`src/hw/rtl/pbdc_pkg.sv`:
```
`timescale 1ns / 1ps
`default_nettype none

package pbdc_pkg;

  // Number of Pell weights in the table, one cell each.
  localparam int DIGITS = 30;

  localparam int VALUE_W = 32;
  localparam int WEIGHT_W = VALUE_W + 1;
  localparam int DIGIT_W = 2;

  localparam logic [DIGIT_W-1:0] DIGIT_ZERO = 2'd0;
  localparam logic [DIGIT_W-1:0] DIGIT_ONE = 2'd1;
  localparam logic [DIGIT_W-1:0] DIGIT_TWO = 2'd2;

  // A weight that cannot fit into any input value saturates to 2^VALUE_W.
  localparam logic [WEIGHT_W-1:0] WEIGHT_SAT = {1'b1, {VALUE_W{1'b0}}};

  // Conversion in flight, handed from one cell to the next.
  typedef struct packed {
    logic               vld;
    logic [VALUE_W-1:0] rem;
    logic               lead;
  } tok_t;

  // Digit produced by a cell in its cycle.
  typedef struct packed {
    logic               vld;
    logic [DIGIT_W-1:0] digit;
  } emit_t;

  // Pell number p[idx], p[0] = 1, p[1] = 2. Only evaluated on constants.
  function automatic logic [WEIGHT_W-1:0] pell_weight(input int idx);
    logic [63:0] prev;
    logic [63:0] cur;
    logic [63:0] nxt;
    prev = 64'd1;
    cur = 64'd2;
    nxt = 64'd0;
    if (idx == 0) begin
      cur = 64'd1;
    end else begin
      for (int i = 2; i <= idx; i++) begin
        nxt = 64'd2 * cur + prev;
        prev = cur;
        cur = nxt;
      end
    end
    if (cur[63:VALUE_W] != '0) begin
      return WEIGHT_SAT;
    end
    return {1'b0, cur[VALUE_W-1:0]};
  endfunction

endpackage

`default_nettype wire

```
`src/hw/rtl/pbdc_cell.sv`:
```
`timescale 1ns / 1ps
`default_nettype none

module pbdc_cell
  import pbdc_pkg::*;
(
  input  wire logic                clk,
  input  wire logic                rst,
  input  wire logic [WEIGHT_W-1:0] weight,
  input  wire logic                tail,
  input  wire tok_t                tok_in,
  output tok_t                     tok_out,
  output emit_t                    emit
);

  tok_t tok;

  logic [WEIGHT_W:0] w1;
  logic [WEIGHT_W:0] w2;
  logic [WEIGHT_W:0] rem_ext;
  logic [DIGIT_W-1:0] digit;
  logic [VALUE_W-1:0] rem_next;

  always_ff @(posedge clk) begin
    if (rst) begin
      tok.vld <= 1'b0;
    end else begin
      tok <= tok_in;
    end
  end

  assign w1 = {1'b0, weight};
  assign w2 = {weight, 1'b0};
  assign rem_ext = {{(WEIGHT_W + 1 - VALUE_W){1'b0}}, tok.rem};

  always_comb begin
    if (w2 <= rem_ext) begin
      digit = DIGIT_TWO;
      rem_next = tok.rem - w2[VALUE_W-1:0];
    end else if (w1 <= rem_ext) begin
      digit = DIGIT_ONE;
      rem_next = tok.rem - w1[VALUE_W-1:0];
    end else begin
      digit = DIGIT_ZERO;
      rem_next = tok.rem;
    end
  end

  assign tok_out.vld = tok.vld;
  assign tok_out.rem = rem_next;
  assign tok_out.lead = tok.lead & (digit == DIGIT_ZERO);

  // The lowest position always speaks, so a zero input still gives one digit.
  assign emit.vld = tok.vld & ((digit != DIGIT_ZERO) | ~tok.lead | tail);
  assign emit.digit = digit;

endmodule

`default_nettype wire

```
`src/hw/rtl/pell_base_digit_converter.sv`:
```
// Channel   Handshake              Payload         Notes
// request   start, busy            value[31:0]     taken when start && !busy
// result    valid                  digit[1:0],last one strobe per digit, no hold
//
// A conversion walks a chain of DIGITS cells, one per Pell weight, one cell per
// cycle, highest weight first; each cell owns one digit position.
// The chain holds one item at a time; a new request is taken in the cycle
// the previous one sits in the lowest cell. No 32-bit value reaches a weight
// above p[25], so the first digit comes from the p[25] cell at the earliest;
// at most 26 digits come out on consecutive cycles, the final one from the
// lowest cell, marked by last.
// Reset (synchronous) only clears the busy flag, the cell valid bits and the strobe.
// The receiver cannot stall; results leave on their strobe cycle.
`timescale 1ns / 1ps
`default_nettype none

module pell_base_digit_converter
  import pbdc_pkg::*;
(
  input  wire logic               clk,
  input  wire logic               rst,
  input  wire logic               start,
  output logic                    busy,
  input  wire logic [VALUE_W-1:0] value,
  output logic                    valid,
  output logic [DIGIT_W-1:0]      digit,
  output logic                    last
);

  tok_t  link [DIGITS];
  emit_t emits [DIGITS];

  logic               accept;
  logic               active;
  logic               active_next;
  tok_t               entry;
  logic               valid_next;
  logic [DIGIT_W-1:0] digit_next;
  logic [DIGITS-1:0]  held_vec;
  logic [DIGITS-1:0]  emit_vec;

  assign accept = start & ~busy;
  assign busy = active & ~link[0].vld;

  assign entry.vld = accept;
  assign entry.rem = value;
  assign entry.lead = 1'b1;

  for (genvar i = 0; i < DIGITS; i++) begin : g_cell
    if (i == DIGITS - 1) begin : g_top
      pbdc_cell u_cell (
        .clk    (clk),
        .rst    (rst),
        .weight (pell_weight(i)),
        .tail   (1'b0),
        .tok_in (entry),
        .tok_out(link[i]),
        .emit   (emits[i])
      );
    end else begin : g_mid
      pbdc_cell u_cell (
        .clk    (clk),
        .rst    (rst),
        .weight (pell_weight(i)),
        .tail   (i == 0),
        .tok_in (link[i+1]),
        .tok_out(link[i]),
        .emit   (emits[i])
      );
    end
    assign held_vec[i] = link[i].vld;
    assign emit_vec[i] = emits[i].vld;
  end

  always_comb begin
    active_next = active;
    if (accept) begin
      active_next = 1'b1;
    end else if (link[0].vld) begin
      active_next = 1'b0;
    end
  end

  // Only one cell holds a conversion, so an AND-OR picks its digit.
  always_comb begin
    valid_next = 1'b0;
    digit_next = DIGIT_ZERO;
    for (int i = 0; i < DIGITS; i++) begin
      valid_next = valid_next | emits[i].vld;
      digit_next = digit_next | (emits[i].digit & {DIGIT_W{emits[i].vld}});
    end
  end

  always_ff @(posedge clk) begin
    if (rst) begin
      active <= 1'b0;
      valid <= 1'b0;
    end else begin
      active <= active_next;
      valid <= valid_next;
    end
  end

  always_ff @(posedge clk) begin
    digit <= digit_next;
    last <= emits[0].vld;
  end

  a_one_token: assert property (@(posedge clk) disable iff (rst) $onehot0(held_vec))
    else $error("more than one conversion in the cell chain");

  a_one_emit: assert property (@(posedge clk) disable iff (rst) $onehot0(emit_vec))
    else $error("more than one cell produced a digit");

  a_enter: assert property (@(posedge clk) disable iff (rst)
    accept |=> link[DIGITS-1].vld)
    else $error("accepted request did not enter the top cell");

  a_digit_range: assert property (@(posedge clk) disable iff (rst)
    valid |-> (digit == DIGIT_ZERO || digit == DIGIT_ONE || digit == DIGIT_TWO))
    else $error("digit out of range");

  a_tail_done: assert property (@(posedge clk) disable iff (rst)
    (link[0].vld && !accept) |=> !busy && !active)
    else $error("block stayed busy after the lowest cell finished");

endmodule

`default_nettype wire
```
`config.mk`:
```
export PLATFORM = sky130hd
export DESIGN_NAME = pell_base_digit_converter
export DESIGN_NICKNAME = d
export VERILOG_FILES = /design/src/hw/rtl/pbdc_pkg.sv /design/src/hw/rtl/pbdc_cell.sv /design/src/hw/rtl/pell_base_digit_converter.sv
export SDC_FILE = /design/constraint.sdc
export NUM_CORES = 2
export LEC_CHECK = 0
export BUFFER_PORTS_ARGS = -buffer_cell sky130_fd_sc_hd__buf_2
export CORE_ASPECT_RATIO = 1.2
export CORE_MARGIN = 2
export CORE_UTILIZATION = 52
export CTS_CLUSTER_SIZE = 28
export DETAILED_ROUTE_END_ITERATION = 10
export GPL_ROUTABILITY_DRIVEN = 0
export HOLD_SLACK_MARGIN = 0.05
export PLACE_DENSITY = 0.82
export SKIP_LAST_GASP = 1
export SLEW_MARGIN = 20
export SYNTH_ARGS = -nofsm -noshare
export SYNTH_HDL_FRONTEND = slang
export SYNTH_SLANG_ARGS = --single-unit
```
`constraint.sdc`:
```
create_clock -name clk -period 21.2 [get_ports clk]
set_input_delay 1.06 -clock clk [delete_from_list [all_inputs] [get_ports clk]]
set_output_delay 1.06 -clock clk [all_outputs]
set_load 0.05 [all_outputs]
```
Word-level counts from Yosys, hierarchy flattened
Cells that the tools add are included.
{ "word_totals": {"register_bits": 1023, "latchBits": 0, "ram_bits": 0, "mem_bits_ro": 0, "wordCells": 576, "mem_count": 0} }
{ "op_classes": {"addsub": 50, "multipliers": 0, "n_div": 0, "n_lt_le_gt_ge": 60, "n_eq_ne": 0, "n_shift": 0, "muxes": 112, "bitwise_logic": 204, "n_reduce_logical": 58} }
{ "op_table": {"columns": ["cell", "n"], "rows": [
  ["$mux W32", 50],
  ["$le A33 B32 Y1 const A", 5],
  ["$le A34 B32 Y1 const A", 4],
  ["$sub A32 B31 Y32 const B", 3],
  ["$le A10 B32 Y1 const A", 2],
  ["$le A13 B32 Y1 const A", 2],
  ["$le A14 B32 Y1 const A", 2],
  ["$le A17 B32 Y1 const A", 2],
  ["$le A18 B32 Y1 const A", 2],
  ["$le A19 B32 Y1 const A", 2],
  ["$le A2 B32 Y1 const A", 2],
  ["$le A22 B32 Y1 const A", 2],
  ["$le A23 B32 Y1 const A", 2],
  ["$le A24 B32 Y1 const A", 2],
  ["$le A27 B32 Y1 const A", 2],
  ["$le A28 B32 Y1 const A", 2],
  ["$le A3 B32 Y1 const A", 2],
  ["$le A31 B32 Y1 const A", 2],
  ["$le A32 B32 Y1 const A", 2],
  ["$le A4 B32 Y1 const A", 2],
  ["$le A5 B32 Y1 const A", 2],
  ["$le A8 B32 Y1 const A", 2],
  ["$le A9 B32 Y1 const A", 2],
  ["$sub A32 B10 Y32 const B", 2],
  ["51 further kinds", 382]
]} }

Depth between registers and ports, before layout
{ "depth": {"word_depth": 36, "mapped_depth": 12} }

Hierarchy
From an unflattened synthesis, not the netlist that was laid out.
{ "unflattened": {"cells_unflattened": 24329, "area_unflattened_um2": 192672.3} }
{ "by_module_without_submodules": {"columns": ["module", "n_inst", "cells_each", "area_each_um2", "seq_area_each_um2"], "rows": [
  ["pbdc_cell at g_cell[14].g_mid.u_cell ...", 16, 791, 6359.8, 1011.0],
  ["pbdc_cell at g_cell[0].g_mid.u_cell ...", 11, 830, 6459.9, 1011.0],
  ["pbdc_cell at g_cell[9].g_mid.u_cell", 1, 867, 6722.7, 1011.0],
  ["pbdc_cell at g_cell[8].g_mid.u_cell", 1, 831, 6480.0, 1011.0],
  ["pbdc_cell at g_cell[22].g_mid.u_cell", 1, 784, 6163.4, 1011.0],
  ["pell_base_digit_converter", 1, 61, 489.2, 100.1]
]} }

Least setup slack after synthesis
Ideal clock, no wire load.
{ "synth_path": {"kind": "in2reg", "start": "in rst", "end": "reg g_cell[0].g_mid.u_cell.tok, in the netlist g_cell[0].g_mid.u_cell.rem_ext[0] (enable)", "t_arrival_ps": 20092, "slack_ps": -209, "path_stages": 2, "path_cell_list": "clkbuf_1 > inv_1"} }
{ "synth_lines": {"columns": ["element", "line_no", "text"], "rows": [
  ["start: declaration", "pell_base_digit_converter.sv:21", "input wire logic rst,"],
  ["end signal: assignment", "pbdc_cell.sv:28", "tok <= tok_in;"],
  ["end: declaration", "pbdc_cell.sv:16", "tok_t tok;"]
]} }
No word-level cell between the ends.

Final worst setup path
{ "layout_path": {"start": "in rst", "end": "reg g_cell[29].g_top.u_cell.tok, in the netlist g_cell[29].g_top.u_cell.rem_ext[12] (enable)"} }
{ "layout_lines": {"columns": ["element", "line_no"], "rows": [
  ["end signal: assignment", "pbdc_cell.sv:28"],
  ["end: declaration", "pbdc_cell.sv:16"]
]} }
No word-level cell between the ends.

==> flow_summary.toml <==
[run_status]
status = "complete, no violations"

[synth]
yosysWarnings = 0
synth_top_cell_area_share_pct = 51.9
seq_area_frac_synth_pct = 53.1
syn_avg_cell_area_um2 = 10.8
synthFlopType = "edfxtp_1"
synth_area_leaders = "edfxtp_1 (52%), xnor2_1 (5.8%), xor2_1 (5.0%)"
synth_seq_cells = 1019
synth_edf_count = 984
async_reset_ff_share_pct = 0
synthesis.nets = 5435
synthCells = 5285
yosysTopAreaCell = "edfxtp_1"
ys_types = 94
syn-cell-area_mm2 = 0.0570

[timing]
clock.fmax_mhz = 210
period_minus_slack_ns = 4.75
tns_ns = 0
drv_slew = 0
max-slew-margin-rel_pct = 26.4
post-route-period-util_pct = 22.4
worstMarginPinSlew_ns = 1.10
setup-violations-final = 0
hold_ws_ns = 0.413
clock_skew_ns = 0.0362
final_hold_viol_count = 0
rsz0062_at_grt = "false"

[worst_setup_path]
ff2ff_setup_slack_ns = 16.51
cp.required_ns = 21.54
cp_cell_sequence = "buf_2, clkinvlp_4, buf_12, buf_16, buf_12, buf_4"
slowest_delay_ns = 0.92
r2r-start = "g_cell[22].g_mid.u_cell.rem_ext[9]"
critical_path_class = "in -> reg"
cpMostUsedCell = "buf_12"
crit_arrival_ns = 5.10
r2r-end = "valid"
crit_buf_inv = 6
critical_path.slowest_cell = "buf_4"
cp_max_fo = 175
rr_worst_depth = 8
cpLargestDelayFamily = "buffers and inverters"
cp-start-kind = "input pin"
end_kind = "register"

[clock_tree]
cts.htree.levels = 3
cts-root-buf = "clkbuf_16"
clk_path_buf_depth = 3
cts.reportedPaths.clkPinSlew_ns = 0.06
ctsHoldBuffers = 0
cts_tree = "done"
cts_inserted_buffers = 102
clk_latency_ns = 0.74
cts_resized = 0
postCtsSetupBuffers = 0
cts.sinks = 1019

[pwr]
p_per_area_mw_per_mm2 = 110
leakagePower_nw = 21.3
vdd_drop_max_uv = 79.4

[routing]
drc = 0
post_drt_wl_per_cell_um = 20.4
dr.pass1.iters = 8
drt_iter0_drc = 4512
via_per_inst = 6.34
drtAntennaViolNets = 0
vias = 42635
wirelength_um = 137000

[floorplan]
die_height_um = 367
rows = 133
die-area_mm2 = 0.112
pin_count = 40
initial_utilization_pct = 52.2
core_area_mm2 = 0.109
die_w_um = 306

[placed_design]
io_buffers = 39
dp_hpwl_um = 98000

[grt]
grt_pass1_vias = 40753
grt_max_degree = 218
grt_overflow_total = 0
antenna_found_initial = 1
grt_use_total_pct = 23.8
grt_pass1_wl_um = 216000

[layout]
drive_above_1_share_pct = 5.95
diodes = 0
nNetsFinal = 5375
mostFrequentLayoutCells = "edfxtp_1 (984), nor2_1 (433), xnor2_1 (377), nand2_1 (371), xor2_1 (327)"
final_common_cell = "edfxtp_1"
syn_to_final_growth_pct = 8.60

[hold_path]
min_from = "g_cell[27].g_mid.u_cell.rem_ext[21]"
worstHoldEndpoint = "g_cell[26].g_mid.u_cell.rem_ext[21]"
hold_path_depth = 0
hold_class = "reg -> reg"

[run]
timing.max_cap.violations = 0
[cells by family after synthesis]
family / Yosys count / share of synthesized area [%]
adder cells (fa/ha/maj): 115 / 2.53
XOR/XNOR: 704 / 10.8
buffers and inverters: 397 / 2.64
AND/OR/NAND/NOR: 1863 / 17.1
flip-flops: 1019 / 53.1
AO/OA/AOI/OAI: 1174 / 13.6
multiplexers: 13 / 0.235
[per-stage QoR]
| step | util [%] | worst slack (ns) | cell area [um^2] | power (mW) | instances |
|---|---|---|---|---|---|
| 3_3_place_gp | 53.5 | 16.02 | 58400 | 4.91 | 6535 |
| 3_5_place_dp | 53.5 | 15.89 | 58400 | 4.96 | 6535 |
| 6_report | 56.7 | 16.45 | 61900 | 6.84 | 6729 |
| 4_1_cts | 56.6 | 16.71 | 61800 | 6.81 | 6726 |
| 2_1_floorplan | - | 4.47 | 57000 | 4.50 | 5285 |
| 5_1_grt | 56.7 | 16.23 | 61900 | 7.14 | 6729 |
[metal layers]
metal	global-route usage [%]	wire length, um	vias to the layer above
met5	0	0	-
met4	13.6	8230	0
met3	4.60	9890	514
met2	42.5	70000	2033
met1	26.4	49100	20337
li1	-	-	19751
[sequential cells by signal, summed over array words and instances, names as in the netlist]
register,count
g_cell.g_top.u_cell.tok_out,1
g_cell.g_top.u_cell.rem_ext,32
g_cell.g_mid.u_cell.tok,24
g_cell.g_mid.u_cell.tok_out,29
valid,1
digit,2
active,1
g_cell.g_mid.u_cell.rem_ext,928
last,1
[power breakdown]
part           total [mW]  internal [mW]  switching [mW]
Sequential           3.40           2.79           0.610
Combinational        1.60          0.684           0.915
Clock                1.83           1.04           0.791
[worst max path at each step]
stage,depth (start not counted),slack (ns),endpoint,start
global route,6,16.23,g_cell[28].g_mid.u_cell.rem_ext[13],rst
CTS,5,16.71,g_cell[21].g_mid.u_cell.rem_ext[0],rst
detailed placement,5,15.89,g_cell[22].g_mid.u_cell.rem_ext[0],rst
global placement,5,16.02,g_cell[22].g_mid.u_cell.rem_ext[0],rst
finish,6,16.45,g_cell[29].g_top.u_cell.rem_ext[12],rst
floorplan,2,4.47,g_cell[0].g_mid.u_cell.rem_ext[0],rst
[synth_stat cells (65+ instances only)]
| library cell | count |
|---|---|
| inv_1 | 157 |
| nand3_1 | 113 |
| xnor2_1 | 377 |
| ha_1 | 115 |
| nor3_1 | 208 |
| nand2_1 | 371 |
| or4_1 | 71 |
| a21oi_1 | 286 |
| clkbuf_1 | 222 |
| nor2_1 | 434 |
| or3_1 | 82 |
| nor4_1 | 133 |
| xor2_1 | 327 |
| o21ai_0 | 265 |
| nor2b_1 | 65 |
| edfxtp_1 | 984 |
[layout make-up]
class | instances | area [um^2]
Clock buffer | 126 | 2730
Clock inverter | 65 | 697
Fill cell | 8583 | 47300
Inverter | 158 | 597
Multi-Input combinational cell | 3869 | 25300
Sequential cell | 1019 | 30200
Tap cell | 1417 | 1770
Timing Repair Buffer | 75 | 563
Note: power is estimated with default switching activity, not from simulation.
